**src/rtpst_pkg.sv**
```systemverilog
package rtpst_pkg;

  localparam int unsigned ARRIVAL_WIDTH_DEF = 48;
  localparam int unsigned RATE_W            = 24;
  localparam int unsigned SEQ_W             = 16;
  localparam int unsigned WORD_W            = 32;
  localparam int unsigned STATUS_W          = 2;
  localparam int unsigned QUEUE_DEPTH       = 2;

  // sequence, timestamp and source ahead of the arrival time in the input word
  localparam int unsigned IN_FIXED_W = SEQ_W + 2 * WORD_W;

  // packet class decided at the front
  typedef enum logic [1:0] {
    KIND_FIRST,
    KIND_COUNTED,
    KIND_FOREIGN
  } pkt_kind_t;

  typedef struct packed {
    pkt_kind_t          kind;
    logic [SEQ_W-1:0]   seq;
    logic [WORD_W-1:0]  ts;
  } item_hdr_t;

  // field order gives extended highest sequence in the lowest bits
  typedef struct packed {
    logic [WORD_W-1:0] jitter;
    logic [WORD_W-1:0] lost;
    logic [WORD_W-1:0] received;
    logic [WORD_W-1:0] expected;
    logic [WORD_W-1:0] highest;
  } stats_t;

  localparam int unsigned OUT_TDATA_W = $bits(stats_t);
  localparam int unsigned HDR_W       = $bits(item_hdr_t);

endpackage

```
**src/rtpst_front.sv**
```systemverilog
module rtpst_front #(
  parameter  int unsigned ARRIVAL_WIDTH = rtpst_pkg::ARRIVAL_WIDTH_DEF,
  localparam int unsigned IN_TDATA_W    = ((rtpst_pkg::IN_FIXED_W + ARRIVAL_WIDTH + 7) / 8) * 8
) (
  input  logic                       clk,
  input  logic                       rst_n,
  input  logic                       in_tvalid,
  output logic                       in_tready,
  input  logic [IN_TDATA_W-1:0]      in_tdata,
  input  logic                       q_full,
  output logic                       q_push,
  output rtpst_pkg::item_hdr_t       q_hdr,
  output logic [ARRIVAL_WIDTH-1:0]   q_arrival
);
  import rtpst_pkg::*;

  logic [SEQ_W-1:0]  seq;
  logic [WORD_W-1:0] ts;
  logic [WORD_W-1:0] src;
  logic              awaiting_r;
  logic [WORD_W-1:0] tracked_r;
  pkt_kind_t         kind;

  assign seq       = in_tdata[SEQ_W-1:0];
  assign ts        = in_tdata[SEQ_W +: WORD_W];
  assign src       = in_tdata[SEQ_W + WORD_W +: WORD_W];
  assign q_arrival = in_tdata[IN_FIXED_W +: ARRIVAL_WIDTH];

  assign in_tready = ~q_full;
  assign q_push    = in_tvalid & ~q_full;

  always_comb begin
    if (awaiting_r) begin
      kind = KIND_FIRST;
    end else if (src == tracked_r) begin
      kind = KIND_COUNTED;
    end else begin
      kind = KIND_FOREIGN;
    end
  end

  assign q_hdr = '{kind: kind, seq: seq, ts: ts};

  // first word latches the source for good
  always_ff @(posedge clk) begin
    if (!rst_n) begin
      awaiting_r <= 1'b1;
      tracked_r  <= '0;
    end else if (q_push && awaiting_r) begin
      awaiting_r <= 1'b0;
      tracked_r  <= src;
    end
  end

  a_latch_once: assert property (@(posedge clk) disable iff (!rst_n)
    !awaiting_r |=> !awaiting_r)
    else $error("source latch reopened");

endmodule

```
**src/rtpst_queue.sv**
```systemverilog
module rtpst_queue #(
  parameter int unsigned WIDTH = rtpst_pkg::HDR_W + rtpst_pkg::ARRIVAL_WIDTH_DEF,
  parameter int unsigned DEPTH = rtpst_pkg::QUEUE_DEPTH
) (
  input  logic             clk,
  input  logic             rst_n,
  input  logic             push,
  input  logic [WIDTH-1:0] push_data,
  output logic             full,
  input  logic             pop,
  output logic [WIDTH-1:0] pop_data,
  output logic             not_empty
);

  localparam int unsigned PTR_W = (DEPTH > 1) ? $clog2(DEPTH) : 1;
  localparam int unsigned CNT_W = $clog2(DEPTH + 1);

  logic [WIDTH-1:0] slot_r [DEPTH];
  logic [PTR_W-1:0] wr_ptr_r;
  logic [PTR_W-1:0] rd_ptr_r;
  logic [CNT_W-1:0] count_r;

  assign full      = (count_r == CNT_W'(DEPTH));
  assign not_empty = (count_r != '0);
  assign pop_data  = slot_r[rd_ptr_r];

  always_ff @(posedge clk) begin
    if (push) begin
      slot_r[wr_ptr_r] <= push_data;
    end
  end

  always_ff @(posedge clk) begin
    if (!rst_n) begin
      wr_ptr_r <= '0;
      rd_ptr_r <= '0;
      count_r  <= '0;
    end else begin
      if (push) begin
        wr_ptr_r <= (wr_ptr_r == PTR_W'(DEPTH - 1)) ? '0 : wr_ptr_r + 1'b1;
      end
      if (pop) begin
        rd_ptr_r <= (rd_ptr_r == PTR_W'(DEPTH - 1)) ? '0 : rd_ptr_r + 1'b1;
      end
      count_r <= count_r + CNT_W'(push) - CNT_W'(pop);
    end
  end

  a_no_overfill: assert property (@(posedge clk) disable iff (!rst_n)
    count_r <= CNT_W'(DEPTH))
    else $error("queue overfilled");

endmodule

```
**src/rtpst_back.sv**
```systemverilog
module rtpst_back #(
  parameter int unsigned ARRIVAL_WIDTH = rtpst_pkg::ARRIVAL_WIDTH_DEF
) (
  input  logic                               clk,
  input  logic                               rst_n,
  input  logic                               cfg_wr_en,
  input  logic [rtpst_pkg::RATE_W-1:0]       cfg_wr_data,
  input  logic                               q_valid,
  input  rtpst_pkg::item_hdr_t               q_hdr,
  input  logic [ARRIVAL_WIDTH-1:0]           q_arrival,
  output logic                               q_pop,
  output logic                               out_tvalid,
  input  logic                               out_tready,
  output logic [rtpst_pkg::OUT_TDATA_W-1:0]  out_tdata,
  output logic [rtpst_pkg::STATUS_W-1:0]     out_tuser
);
  import rtpst_pkg::*;

  localparam logic [STATUS_W-1:0] STATUS_FIRST   = 2'd0;
  localparam logic [STATUS_W-1:0] STATUS_COUNTED = 2'd1;
  localparam logic [STATUS_W-1:0] STATUS_FOREIGN = 2'd2;

  localparam logic [WORD_W-1:0] ROLL_MASK = 32'hFFFF_0000;
  localparam logic [SEQ_W-1:0]  HALF_SPAN = 16'h8000;
  localparam logic [WORD_W-1:0] WRAP_STEP = 32'h0001_0000;

  // ms to media units: divide by 1000 as a shift by 3 then a divide by 125
  localparam int unsigned DIV_SHIFT = 3;
  localparam logic [7:0]  DIVISOR   = 8'd125;

  localparam int unsigned NCH      = (ARRIVAL_WIDTH + WORD_W - 1) / WORD_W;
  localparam int unsigned CHUNK_W  = (NCH > 1) ? $clog2(NCH) : 1;
  localparam int unsigned ARR_PAD  = NCH * WORD_W;
  localparam int unsigned PP_W     = WORD_W + RATE_W;
  localparam int unsigned PROD_W   = ARRIVAL_WIDTH + RATE_W;
  localparam int unsigned QUOT_W   = PROD_W - DIV_SHIFT;
  localparam int unsigned NBYTES   = (QUOT_W + 7) / 8;
  localparam int unsigned DV_W     = NBYTES * 8;
  localparam int unsigned DCNT_W   = $clog2(NBYTES + 1);

  typedef enum logic [3:0] {
    S_IDLE,
    S_EXEC,
    S_EXP,
    S_LOSS,
    S_MUL,
    S_ACC,
    S_DIV,
    S_TRANSIT,
    S_JITTER,
    S_OUT
  } state_t;

  // one byte of long division by 125, remainder kept below the divisor
  function automatic logic [14:0] div_byte(input logic [6:0] rem, input logic [7:0] din);
    logic [7:0] r;
    logic [7:0] q;
    r = {1'b0, rem};
    q = '0;
    for (int i = 7; i >= 0; i--) begin
      r = {r[6:0], din[i]};
      if (r >= DIVISOR) begin
        r    = r - DIVISOR;
        q[i] = 1'b1;
      end
    end
    return {q, r[6:0]};
  endfunction

  state_t               state_r;
  logic [RATE_W-1:0]    rate_r;
  item_hdr_t            hdr_r;
  logic [ARR_PAD-1:0]   arr_r;
  logic [STATUS_W-1:0]  status_r;

  logic [WORD_W-1:0]    highest_r;
  logic [WORD_W-1:0]    base_r;
  logic [WORD_W-1:0]    received_r;
  logic [WORD_W-1:0]    expected_r;
  logic [WORD_W-1:0]    lost_r;
  logic [WORD_W-1:0]    prev_transit_r;
  logic [WORD_W-1:0]    jitter_r;

  logic [CHUNK_W-1:0]   chunk_r;
  logic [PP_W-1:0]      prod_r;
  logic [PROD_W-1:0]    acc_r;
  logic [PROD_W-1:0]    acc_nxt;
  logic [DV_W-1:0]      dv_r;
  logic [6:0]           rem_r;
  logic [DCNT_W-1:0]    div_cnt_r;
  logic [WORD_W-1:0]    delta_r;
  logic                 jit_run_r;

  logic                 out_valid_r;
  stats_t               out_data_r;
  logic [STATUS_W-1:0]  out_user_r;

  logic [SEQ_W-1:0]     seq_low;
  logic [WORD_W-1:0]    cand;
  logic [14:0]          div_step;
  logic [WORD_W-1:0]    transit;
  logic [WORD_W-1:0]    magnitude;
  logic signed [33:0]   jit_t;
  logic signed [33:0]   jit_adj;
  logic                 out_load;

  assign q_pop      = (state_r == S_IDLE) && q_valid;
  assign out_tvalid = out_valid_r;
  assign out_tdata  = out_data_r;
  assign out_tuser  = out_user_r;
  assign out_load   = (state_r == S_OUT) && (!out_valid_r || out_tready);

  // sequence extension with forward wrap
  always_comb begin
    seq_low = highest_r[SEQ_W-1:0];
    cand    = (highest_r & ROLL_MASK) | WORD_W'(hdr_r.seq);
    if (hdr_r.seq < seq_low && (seq_low - hdr_r.seq) > HALF_SPAN) begin
      cand = cand + WRAP_STEP;
    end
  end

  assign acc_nxt  = acc_r + (PROD_W'(prod_r) << (WORD_W * chunk_r));
  assign div_step = div_byte(rem_r, dv_r[DV_W-1 -: 8]);
  assign transit  = dv_r[WORD_W-1:0] - hdr_r.ts;

  // signed jitter step: (|D| - J + 8) >> 4 with floor rounding
  always_comb begin
    magnitude = delta_r[WORD_W-1] ? (~delta_r + 1'b1) : delta_r;
    jit_t     = $signed({2'b00, magnitude}) - $signed({2'b00, jitter_r}) + 34'sd8;
    jit_adj   = jit_t >>> 4;
  end

  always_ff @(posedge clk) begin
    if (!rst_n) begin
      state_r        <= S_IDLE;
      rate_r         <= '0;
      highest_r      <= '0;
      base_r         <= '0;
      received_r     <= '0;
      expected_r     <= '0;
      lost_r         <= '0;
      prev_transit_r <= '0;
      jitter_r       <= '0;
      out_valid_r    <= 1'b0;
    end else begin
      if (cfg_wr_en) begin
        rate_r <= cfg_wr_data;
      end

      if (out_valid_r && out_tready && !out_load) begin
        out_valid_r <= 1'b0;
      end

      unique case (state_r)
        S_IDLE: begin
          if (q_valid) begin
            hdr_r   <= q_hdr;
            arr_r   <= ARR_PAD'(q_arrival);
            state_r <= S_EXEC;
          end
        end
        S_EXEC: begin
          unique case (hdr_r.kind)
            KIND_FIRST: begin
              highest_r  <= WORD_W'(hdr_r.seq);
              base_r     <= WORD_W'(hdr_r.seq);
              received_r <= WORD_W'(1);
              expected_r <= WORD_W'(1);
              status_r   <= STATUS_FIRST;
              state_r    <= S_OUT;
            end
            KIND_COUNTED: begin
              received_r <= received_r + 1'b1;
              if (cand > highest_r) begin
                highest_r <= cand;
              end
              status_r <= STATUS_COUNTED;
              state_r  <= S_EXP;
            end
            default: begin
              status_r <= STATUS_FOREIGN;
              state_r  <= S_OUT;
            end
          endcase
        end
        S_EXP: begin
          expected_r <= highest_r - base_r + 1'b1;
          state_r    <= S_LOSS;
        end
        S_LOSS: begin
          lost_r <= (expected_r > received_r) ? expected_r - received_r : '0;
          if (rate_r != '0) begin
            chunk_r <= '0;
            acc_r   <= '0;
            state_r <= S_MUL;
          end else begin
            state_r <= S_OUT;
          end
        end
        S_MUL: begin
          prod_r  <= PP_W'(arr_r[chunk_r * WORD_W +: WORD_W]) * PP_W'(rate_r);
          state_r <= S_ACC;
        end
        S_ACC: begin
          acc_r <= acc_nxt;
          if (chunk_r == CHUNK_W'(NCH - 1)) begin
            dv_r      <= DV_W'(acc_nxt[PROD_W-1:DIV_SHIFT]);
            rem_r     <= '0;
            div_cnt_r <= '0;
            state_r   <= S_DIV;
          end else begin
            chunk_r <= chunk_r + 1'b1;
            state_r <= S_MUL;
          end
        end
        S_DIV: begin
          dv_r      <= {dv_r[DV_W-9:0], div_step[14:7]};
          rem_r     <= div_step[6:0];
          div_cnt_r <= div_cnt_r + 1'b1;
          if (div_cnt_r == DCNT_W'(NBYTES - 1)) begin
            state_r <= S_TRANSIT;
          end
        end
        S_TRANSIT: begin
          delta_r        <= transit - prev_transit_r;
          jit_run_r      <= (prev_transit_r != '0);
          prev_transit_r <= transit;
          state_r        <= S_JITTER;
        end
        S_JITTER: begin
          if (jit_run_r) begin
            jitter_r <= jitter_r + jit_adj[WORD_W-1:0];
          end
          state_r <= S_OUT;
        end
        S_OUT: begin
          if (out_load) begin
            out_valid_r <= 1'b1;
            out_data_r  <= '{jitter:   jitter_r,
                             lost:     lost_r,
                             received: received_r,
                             expected: expected_r,
                             highest:  highest_r};
            out_user_r  <= status_r;
            state_r     <= S_IDLE;
          end
        end
        default: state_r <= S_IDLE;
      endcase
    end
  end

  a_result_from_out: assert property (@(posedge clk) disable iff (!rst_n)
    $rose(out_valid_r) |-> $past(state_r == S_OUT))
    else $error("result raised outside the output step");

  a_lost_consistent: assert property (@(posedge clk) disable iff (!rst_n)
    (state_r == S_IDLE && lost_r != '0) |-> (lost_r == expected_r - received_r))
    else $error("lost count out of step with expected and received");

  a_div_bound: assert property (@(posedge clk) disable iff (!rst_n)
    (state_r == S_DIV) |-> (div_cnt_r < DCNT_W'(NBYTES)))
    else $error("divide loop overran");

endmodule

```
**src/rtp_receive_statistics.sv**
```systemverilog
// channel  | direction | ports                 | contents (lowest bit up)
// ---------+-----------+-----------------------+---------------------------------------------
// in       | slave     | in_tvalid/tready/tdata | sequence, timestamp, source id, arrival ms
// out      | master    | out_tvalid/tready/tdata/tuser | stats in tdata, packet status in tuser
// cfg      | write     | cfg_wr_en/cfg_wr_data  | media clock rate in Hz
//
// a first-packet or foreign-source word goes through the idle, execute and output steps;
// a counted one also the expected and loss steps, and with a nonzero rate (jitter on) the
// 32 x 24 multiply loop, the byte-a-cycle divide by 125 and the transit and jitter steps
// a two-entry queue between front and back keeps accepting words while one is worked on
// and while a finished result waits; out_tready low only holds the back at its output step
// rst_n is synchronous, active low, and clears the source latch, all statistics and the rate
module rtp_receive_statistics #(
  parameter  int unsigned ARRIVAL_WIDTH = rtpst_pkg::ARRIVAL_WIDTH_DEF,
  localparam int unsigned IN_TDATA_W    = ((rtpst_pkg::IN_FIXED_W + ARRIVAL_WIDTH + 7) / 8) * 8
) (
  input  logic                               clk,
  input  logic                               rst_n,
  // input word
  input  logic                               in_tvalid,
  output logic                               in_tready,
  // sequence_number, media_timestamp, source_id, arrival_time_ms, zero fill
  input  logic [IN_TDATA_W-1:0]              in_tdata,
  // result word
  output logic                               out_tvalid,
  input  logic                               out_tready,
  // extended_highest_seq, expected_count, received_count, packets_lost, jitter_estimate
  output logic [rtpst_pkg::OUT_TDATA_W-1:0]  out_tdata,
  // packet_status
  output logic [rtpst_pkg::STATUS_W-1:0]     out_tuser,
  // media clock rate register
  input  logic                               cfg_wr_en,
  input  logic [rtpst_pkg::RATE_W-1:0]       cfg_wr_data
);
  import rtpst_pkg::*;

  localparam int unsigned Q_W = HDR_W + ARRIVAL_WIDTH;

  // front side of the queue
  logic                       push;
  logic                       q_full;
  item_hdr_t                  push_hdr;
  logic [ARRIVAL_WIDTH-1:0]   push_arrival;

  // back side of the queue
  logic                       pop;
  logic                       q_valid;
  logic [Q_W-1:0]             pop_data;
  item_hdr_t                  pop_hdr;
  logic [ARRIVAL_WIDTH-1:0]   pop_arrival;

  assign pop_hdr     = pop_data[HDR_W-1:0];
  assign pop_arrival = pop_data[HDR_W +: ARRIVAL_WIDTH];

  // classifies each word and latches the source from the first one
  rtpst_front #(
    .ARRIVAL_WIDTH (ARRIVAL_WIDTH)
  ) u_front (
    .clk       (clk),
    .rst_n     (rst_n),
    .in_tvalid (in_tvalid),
    .in_tready (in_tready),
    .in_tdata  (in_tdata),
    .q_full    (q_full),
    .q_push    (push),
    .q_hdr     (push_hdr),
    .q_arrival (push_arrival)
  );

  rtpst_queue #(
    .WIDTH (Q_W),
    .DEPTH (QUEUE_DEPTH)
  ) u_queue (
    .clk       (clk),
    .rst_n     (rst_n),
    .push      (push),
    .push_data ({push_arrival, push_hdr}),
    .full      (q_full),
    .pop       (pop),
    .pop_data  (pop_data),
    .not_empty (q_valid)
  );

  // sequence tracking, counts, arrival conversion and jitter, with the output register
  rtpst_back #(
    .ARRIVAL_WIDTH (ARRIVAL_WIDTH)
  ) u_back (
    .clk         (clk),
    .rst_n       (rst_n),
    .cfg_wr_en   (cfg_wr_en),
    .cfg_wr_data (cfg_wr_data),
    .q_valid     (q_valid),
    .q_hdr       (pop_hdr),
    .q_arrival   (pop_arrival),
    .q_pop       (pop),
    .out_tvalid  (out_tvalid),
    .out_tready  (out_tready),
    .out_tdata   (out_tdata),
    .out_tuser   (out_tuser)
  );

endmodule

```
**config.mk**
```make
export PLATFORM = sky130hd
export DESIGN_NAME = rtp_receive_statistics
export DESIGN_NICKNAME = d
export VERILOG_FILES = /design/src/rtpst_pkg.sv /design/src/rtpst_front.sv /design/src/rtpst_queue.sv /design/src/rtpst_back.sv /design/src/rtp_receive_statistics.sv
export SDC_FILE = /design/constraint.sdc
export NUM_CORES = 2
export LEC_CHECK = 0
export BUFFER_PORTS_ARGS = -buffer_cell sky130_fd_sc_hd__buf_2
export CORE_MARGIN = 4
export CORE_UTILIZATION = 40
export DETAILED_ROUTE_END_ITERATION = 7
export GPL_TIMING_DRIVEN = 0
export SETUP_SLACK_MARGIN = 0.1
export SYNTH_ARGS = -nofsm -noshare
export SYNTH_HDL_FRONTEND = slang
export SYNTH_SLANG_ARGS = --single-unit
```
**constraint.sdc**
```tcl
create_clock -name clk -period 11.35 [get_ports clk]
set_input_delay 1.135 -clock clk [delete_from_list [all_inputs] [get_ports clk]]
set_output_delay 1.135 -clock clk [all_outputs]
set_load 0.02 [all_outputs]
```
Word-level counts from Yosys, hierarchy flattened
Memory sizes are Yosys's and may differ from the RTL's. A register that Yosys moved wholly into a read port is not among the register bits.
Index checks and enable logic that the tools add are counted.

word-level totals
  register bits after elaboration = 683
  latch bits = 0
  bits in writable memories = 196
  bits in read-only memories = 0
  word-level logic and storage cells = 180
  memories = 1

memory list
  memory          depth  width  rd ports  clocked after Yosys merged registers in  wr ports  RTL line           RTL
  u_queue.slot_r  2      98     1         1                                        1         rtpst_queue.sv:18  logic [WIDTH-1:0] slot_r [DEPTH];

operators by class
  add/subtract/negate cells = 27
  multipliers = 1
  div/mod/pow operators = 0
  $lt $le $gt $ge = 12
  eq/ne operators = 20
  shifts and indexed selects = 2
  muxes and demuxes = 52
  bitwise gates (word level) = 4
  reduce and logical (&&, ||, !) cells = 31

operator list
  cell                                                                count
  one-hot mux 72 bit (2 select lines)                                 2
  one-hot mux 32 bit (2 select lines)                                 3
  two-way mux 32 bit                                                  5
  two-way mux 72 bit                                                  2
  adder 32 x 1 -> 32 bit (second input constant)                      3
  subtractor 32 bit                                                   3
  adder 72 bit                                                        1
  << shifter 56 x 6 -> 72 bit                                         1
  greater-or-equal comparator 8 x 7 -> 1 bit (second input constant)  8
  > comparator 32 bit                                                 2
  indexed part select 64 x 7 -> 32 bit                                1
  two-way mux 7 bit                                                   9
  multiplier 32 x 24 -> 56 bit                                        1
  subtractor 7 bit (second input constant)                            8
  one-hot mux 4 bit (10 select lines)                                 1
  adder 34 x 5 -> 34 bit (second input constant)                      1
  subtractor 32 x 32 -> 33 bit                                        1
  adder 32 x 17 -> 32 bit (second input constant)                     1
  adder 32 bit                                                        1
  == test 32 bit                                                      1
  NOT 32 bit                                                          1
  bitwise OR 32 x 16 -> 32 bit                                        1
  nonzero test 32 bit                                                 1
  subtractor 32 x 16 -> 32 bit                                        1
  33 further kinds                                                    90

Longest topological paths before layout
  depth in word-level cells = 17
  gate-level depth with buffers = 46

Cells and area by module
A second synthesis with hierarchy kept.

unflattened totals
  cells, all modules = 7,656
  area, all modules = 76,529.6 sq um

modules (own cells, without submodules)
  module       times used  cells each  area an instance (sq um)
  rtpst_back   1           7,045       66,832.8
  rtpst_queue  1           326         7,372.1
  rtpst_front  1           285         2,324.7

Least setup slack after synthesis
OpenSTA, ideal clock, no wires.

  path kind = input-to-reg
  from = input rst_n
  to = register u_back.arr_r[0], enable pin
  setup time = 795 ps
  data arrival time = 10,683 ps
  path slack = -128 ps
  cell stages on the path = 3
  path buffers = 1
  cell sequence = inv_2 -> clkbuf_1 -> nor4_1

between the ends
  longest elaborated chain between the ends = 1

ends and longest elaborated chain
  item                           RTL line                      RTL
  from (decl)                    rtp_receive_statistics.sv:18  input logic rst_n,
  AND reduction 3 bit (no line)  n/a
  to (signal assigned)           rtpst_back.sv:158             arr_r <= ARR_PAD'(q_arrival);
  to (decl)                      rtpst_back.sv:73              logic [ARR_PAD-1:0] arr_r;

Every way passes these cells.
A chain may end at the register's enable or synchronous reset.

Worst setup path after layout
  from = register u_back.chunk_r
  to = register u_back.prod_r[54] (data pin)

between the ends
  longest elaborated chain between the ends = 2

ends and longest elaborated chain
  item                                  RTL line           RTL
  from (decl)                           rtpst_back.sv:84   logic [CHUNK_W-1:0] chunk_r;
  from (signal assigned)                rtpst_back.sv:212  chunk_r <= chunk_r + 1'b1;
  indexed part select 64 x 7 -> 32 bit  rtpst_back.sv:201  prod_r <= PP_W'(arr_r[chunk_r * WORD_W +: WORD_W]) * PP_W'(rate_r);
  multiplier 32 x 24 -> 56 bit          rtpst_back.sv:201
  to (signal assigned)                  rtpst_back.sv:201
  to (decl)                             rtpst_back.sv:85   logic [PP_W-1:0] prod_r;

Every way passes these cells.

==> out/metrics.yaml <==
outcome: "finished clean"
post_drt_via_cell_ratio: 5.195
ys_seq_area_frac: 0.3508
tritoncts: "built"
total_power_w: 0.01627
slew-limit-headroom: 0.05479
slowest_cell_on_crit_path: "clkbuf_1"
layout_min_cycle_time_ns: 10.84
hold_start: "u_back.status_r[1]"
synth.avg_cell_area_um2: 10.02
die_h_um: 443.3
number_of_ports_placed_on_the_die_boundary: 321
gr_usage_total: 0.2188
grt_remaining_overflow: 0
maxCapViolations: 0
grt_first_pass_wirelength_um: 331900
worst_slew_pin_slew_ns: 1.418
fmax_mhz: 92.29
syn_to_final_growth_pct: 12.17
type_of_the_most_critical_hold_path: "reg2reg"
synth_cell_types: 110
root_buffer: "clkbuf_16"
placement_rows: 159
post_synthesis_register_bit_count: 977
critPathTopFamily: "adder cells"
place_hpwl_um: 177200
crit_required_ns: 11.88
path_class: "reg2reg"
synth-edff-count: 703
ys_top_cells_by_count: "nand2_1 (959), inv_1 (957), edfxtp_1 (703), fa_1 (665), ha_1 (536)"
remaining_drc_errors: 0
routed_via_count: 55158
syn_area_um2: 75810
yosysTopAreaCell: "edfxtp_1"
detail_route.wirelength_um: 217500
rsz_0062_raised_after_global_routing: "true"
critical-path-max-stage-delay_ns: 0.82
cp_common_cell: "fa_1"
number_of_levels_the_h_tree_was_split_into: 3
netlist_instances: 7566
clk_pin_slew_ns: 0.07
leakage_power_figure_nw: 34.48
pwr_density_cell_nw_per_um2: 191.3
worst_vdd_drop_mv: 0.2087
timing_hold_violations_final: 0
antenna_left: 0
max_transition_viols_final: 0
finalSetupViolCount: 0
postSynth.asyncResetShare: 0
initial_core_util: 0.4028
critPathCaptureType: "flop"
synth-warning-count: 0
r2r_start: "u_back.chunk_r"
crit_start: "u_back.chunk_r"
synth-main-ff-cell: "edfxtp_1"
grt_start_max_net_pins: 62
first_global_vias: 56135
fraction_of_final_layout_cells_with_drive_strength_greater_than_1: 0.09517
synthDominantCellAreaShare: 0.2785
drt-wirelength-per-cell_um: 20.48
antenna_found_initial: 10
critPathBufInv: 6
crit_arrival_ns: 11.37
tritoncts_num_sinks: 977
critPathLaunchType: "flop"
min_period_over_period: 0.9547
dr.first_iter.drc_count: 3764
gp_routability_congestion: 0.9438
core_area_um2: 188200
port-buffer-count: 319
detailed_place.area_um2: 81020
layout.nets: 9378
cts_made_buffers: 107
clockBufferDepth: 3
final_design_area_no_fill_um2: 85030
worstSkewPairLatency_ns: 0.80
die_area_um2: 196500
die_w_um: 443.3
finClkSkew_ns: 0.09525
synthesis.nets: 8924
ys_top_cells_by_area: "edfxtp_1 (28%), fa_1 (18%), ha_1 (8.8%)"
cp_max_fo: 10
synth.most_common_cell: "nand2_1"
firstDrtPassIters: 6
==> state kept, by name, indices dropped and copies added (netlist names), 48 cells and up <==
name              count
u_back.prod_r        56
u_back.arr_r         48
u_back.hdr_r         50
u_back.out_tdata    160
u_back.acc_r         72
u_queue.slot_r      196
u_back.dv_r          72
==> final cells by class <==
cell class,instances,area [um2]
diodes,10,25.02
plain buffers,306,1181
clock buffers,128,2880
clock inverters,73,963.4
fillers,17868,103200
inverters,959,3600
multi-input cells,5324,44620
flip-flops and latches,977,26600
well taps,2495,3122
repair buffers,345,2044
==> kinds of logic (layout without fill, tap and decap cells) <==
logic type	after synthesis	after routing	synth area share
buf+inv	1265	1811	0.06297
mux	215	215	0.03156
flops	977	977	0.3508
other cells	0	10	0
xor+xnor	434	434	0.05034
simple gates	2349	2349	0.1446
fa+ha+maj	1202	1202	0.2642
compound gates	1124	1124	0.09548
==> worst paths after layout <==
check,cells after the start,slack [ns],end
setup / recovery,31,0.51,u_back.prod_r[54]
setup reg to reg,31,0.51,u_back.prod_r[54]
hold / removal,0,0.43,u_back.out_tuser[1]
hold reg to reg,0,0.43,u_back.out_tuser[1]
==> power breakdown <==
part	switching (W)	total (W)	leakage (nW)	internal, W
clock	0.00156	0.00376	1.83	0.00220
sequential	0.000154	0.00455	8.65	0.00440
combinational	0.00473	0.00795	24.0	0.00322
==> cell usage in the layout (no fill, tap or decap), types with 57 or more instances in the layout <==
cell type,n
a21o_1,101
a21oi_1,370
and2_1,311
buf_2,323
clkbuf_1,288
clkbuf_16,110
dfxtp_1,274
edfxtp_1,703
fa_1,665
ha_1,533
inv_1,957
mux2_2,145
mux2i_1,62
nand2_1,959
nand2b_1,57
nand3_1,126
nor2_1,463
nor2b_1,87
nor3_1,100
o21ai_0,234
xnor2_1,311
xor2_1,119
==> layer usage <==
metal | vias up | wire (um) | global-route usage
li1 | 26207 | - | -
met1 | 26873 | 89830 | 0.2727
met2 | 1658 | 102500 | 0.3716
met3 | 418 | 13360 | 0.03737
met4 | 2 | 11820 | 0.09969
met5 | - | 13 | 0
==> timing repair <==
| action | in CTS | in global routing |
|---|---|---|
| gates resized for setup | 7 | 20 |
| endpoints found under the setup margin | 12 | 15 |
| setup buffers | 2 | 2 |
| pin swaps | 2 | 1 |
| hold buffers | 0 | 0 |
==> through the flow <==
| stage | hold WS, ns | setup TNS (ns) | std cells | utilization | setup WS (ns) |
|---|---|---|---|---|---|
| floorplan | 0.4003 | 0 | 7566 | - | 2.028 |
| global placement | 0.4051 | -81.71 | 10380 | 0.4279 | -0.8569 |
| detailed placement | 0.4146 | -4.099 | 10402 | 0.4305 | -0.7056 |
| CTS | 0.4296 | 0 | 10605 | 0.4512 | 0.01217 |
| global route | 0.4423 | 0 | 10609 | 0.4517 | 0.004324 |
| finish | 0.4262 | 0 | 10617 | 0.4518 | 0.5142 |
No activity file was read; power rests on OpenSTA's default activity.
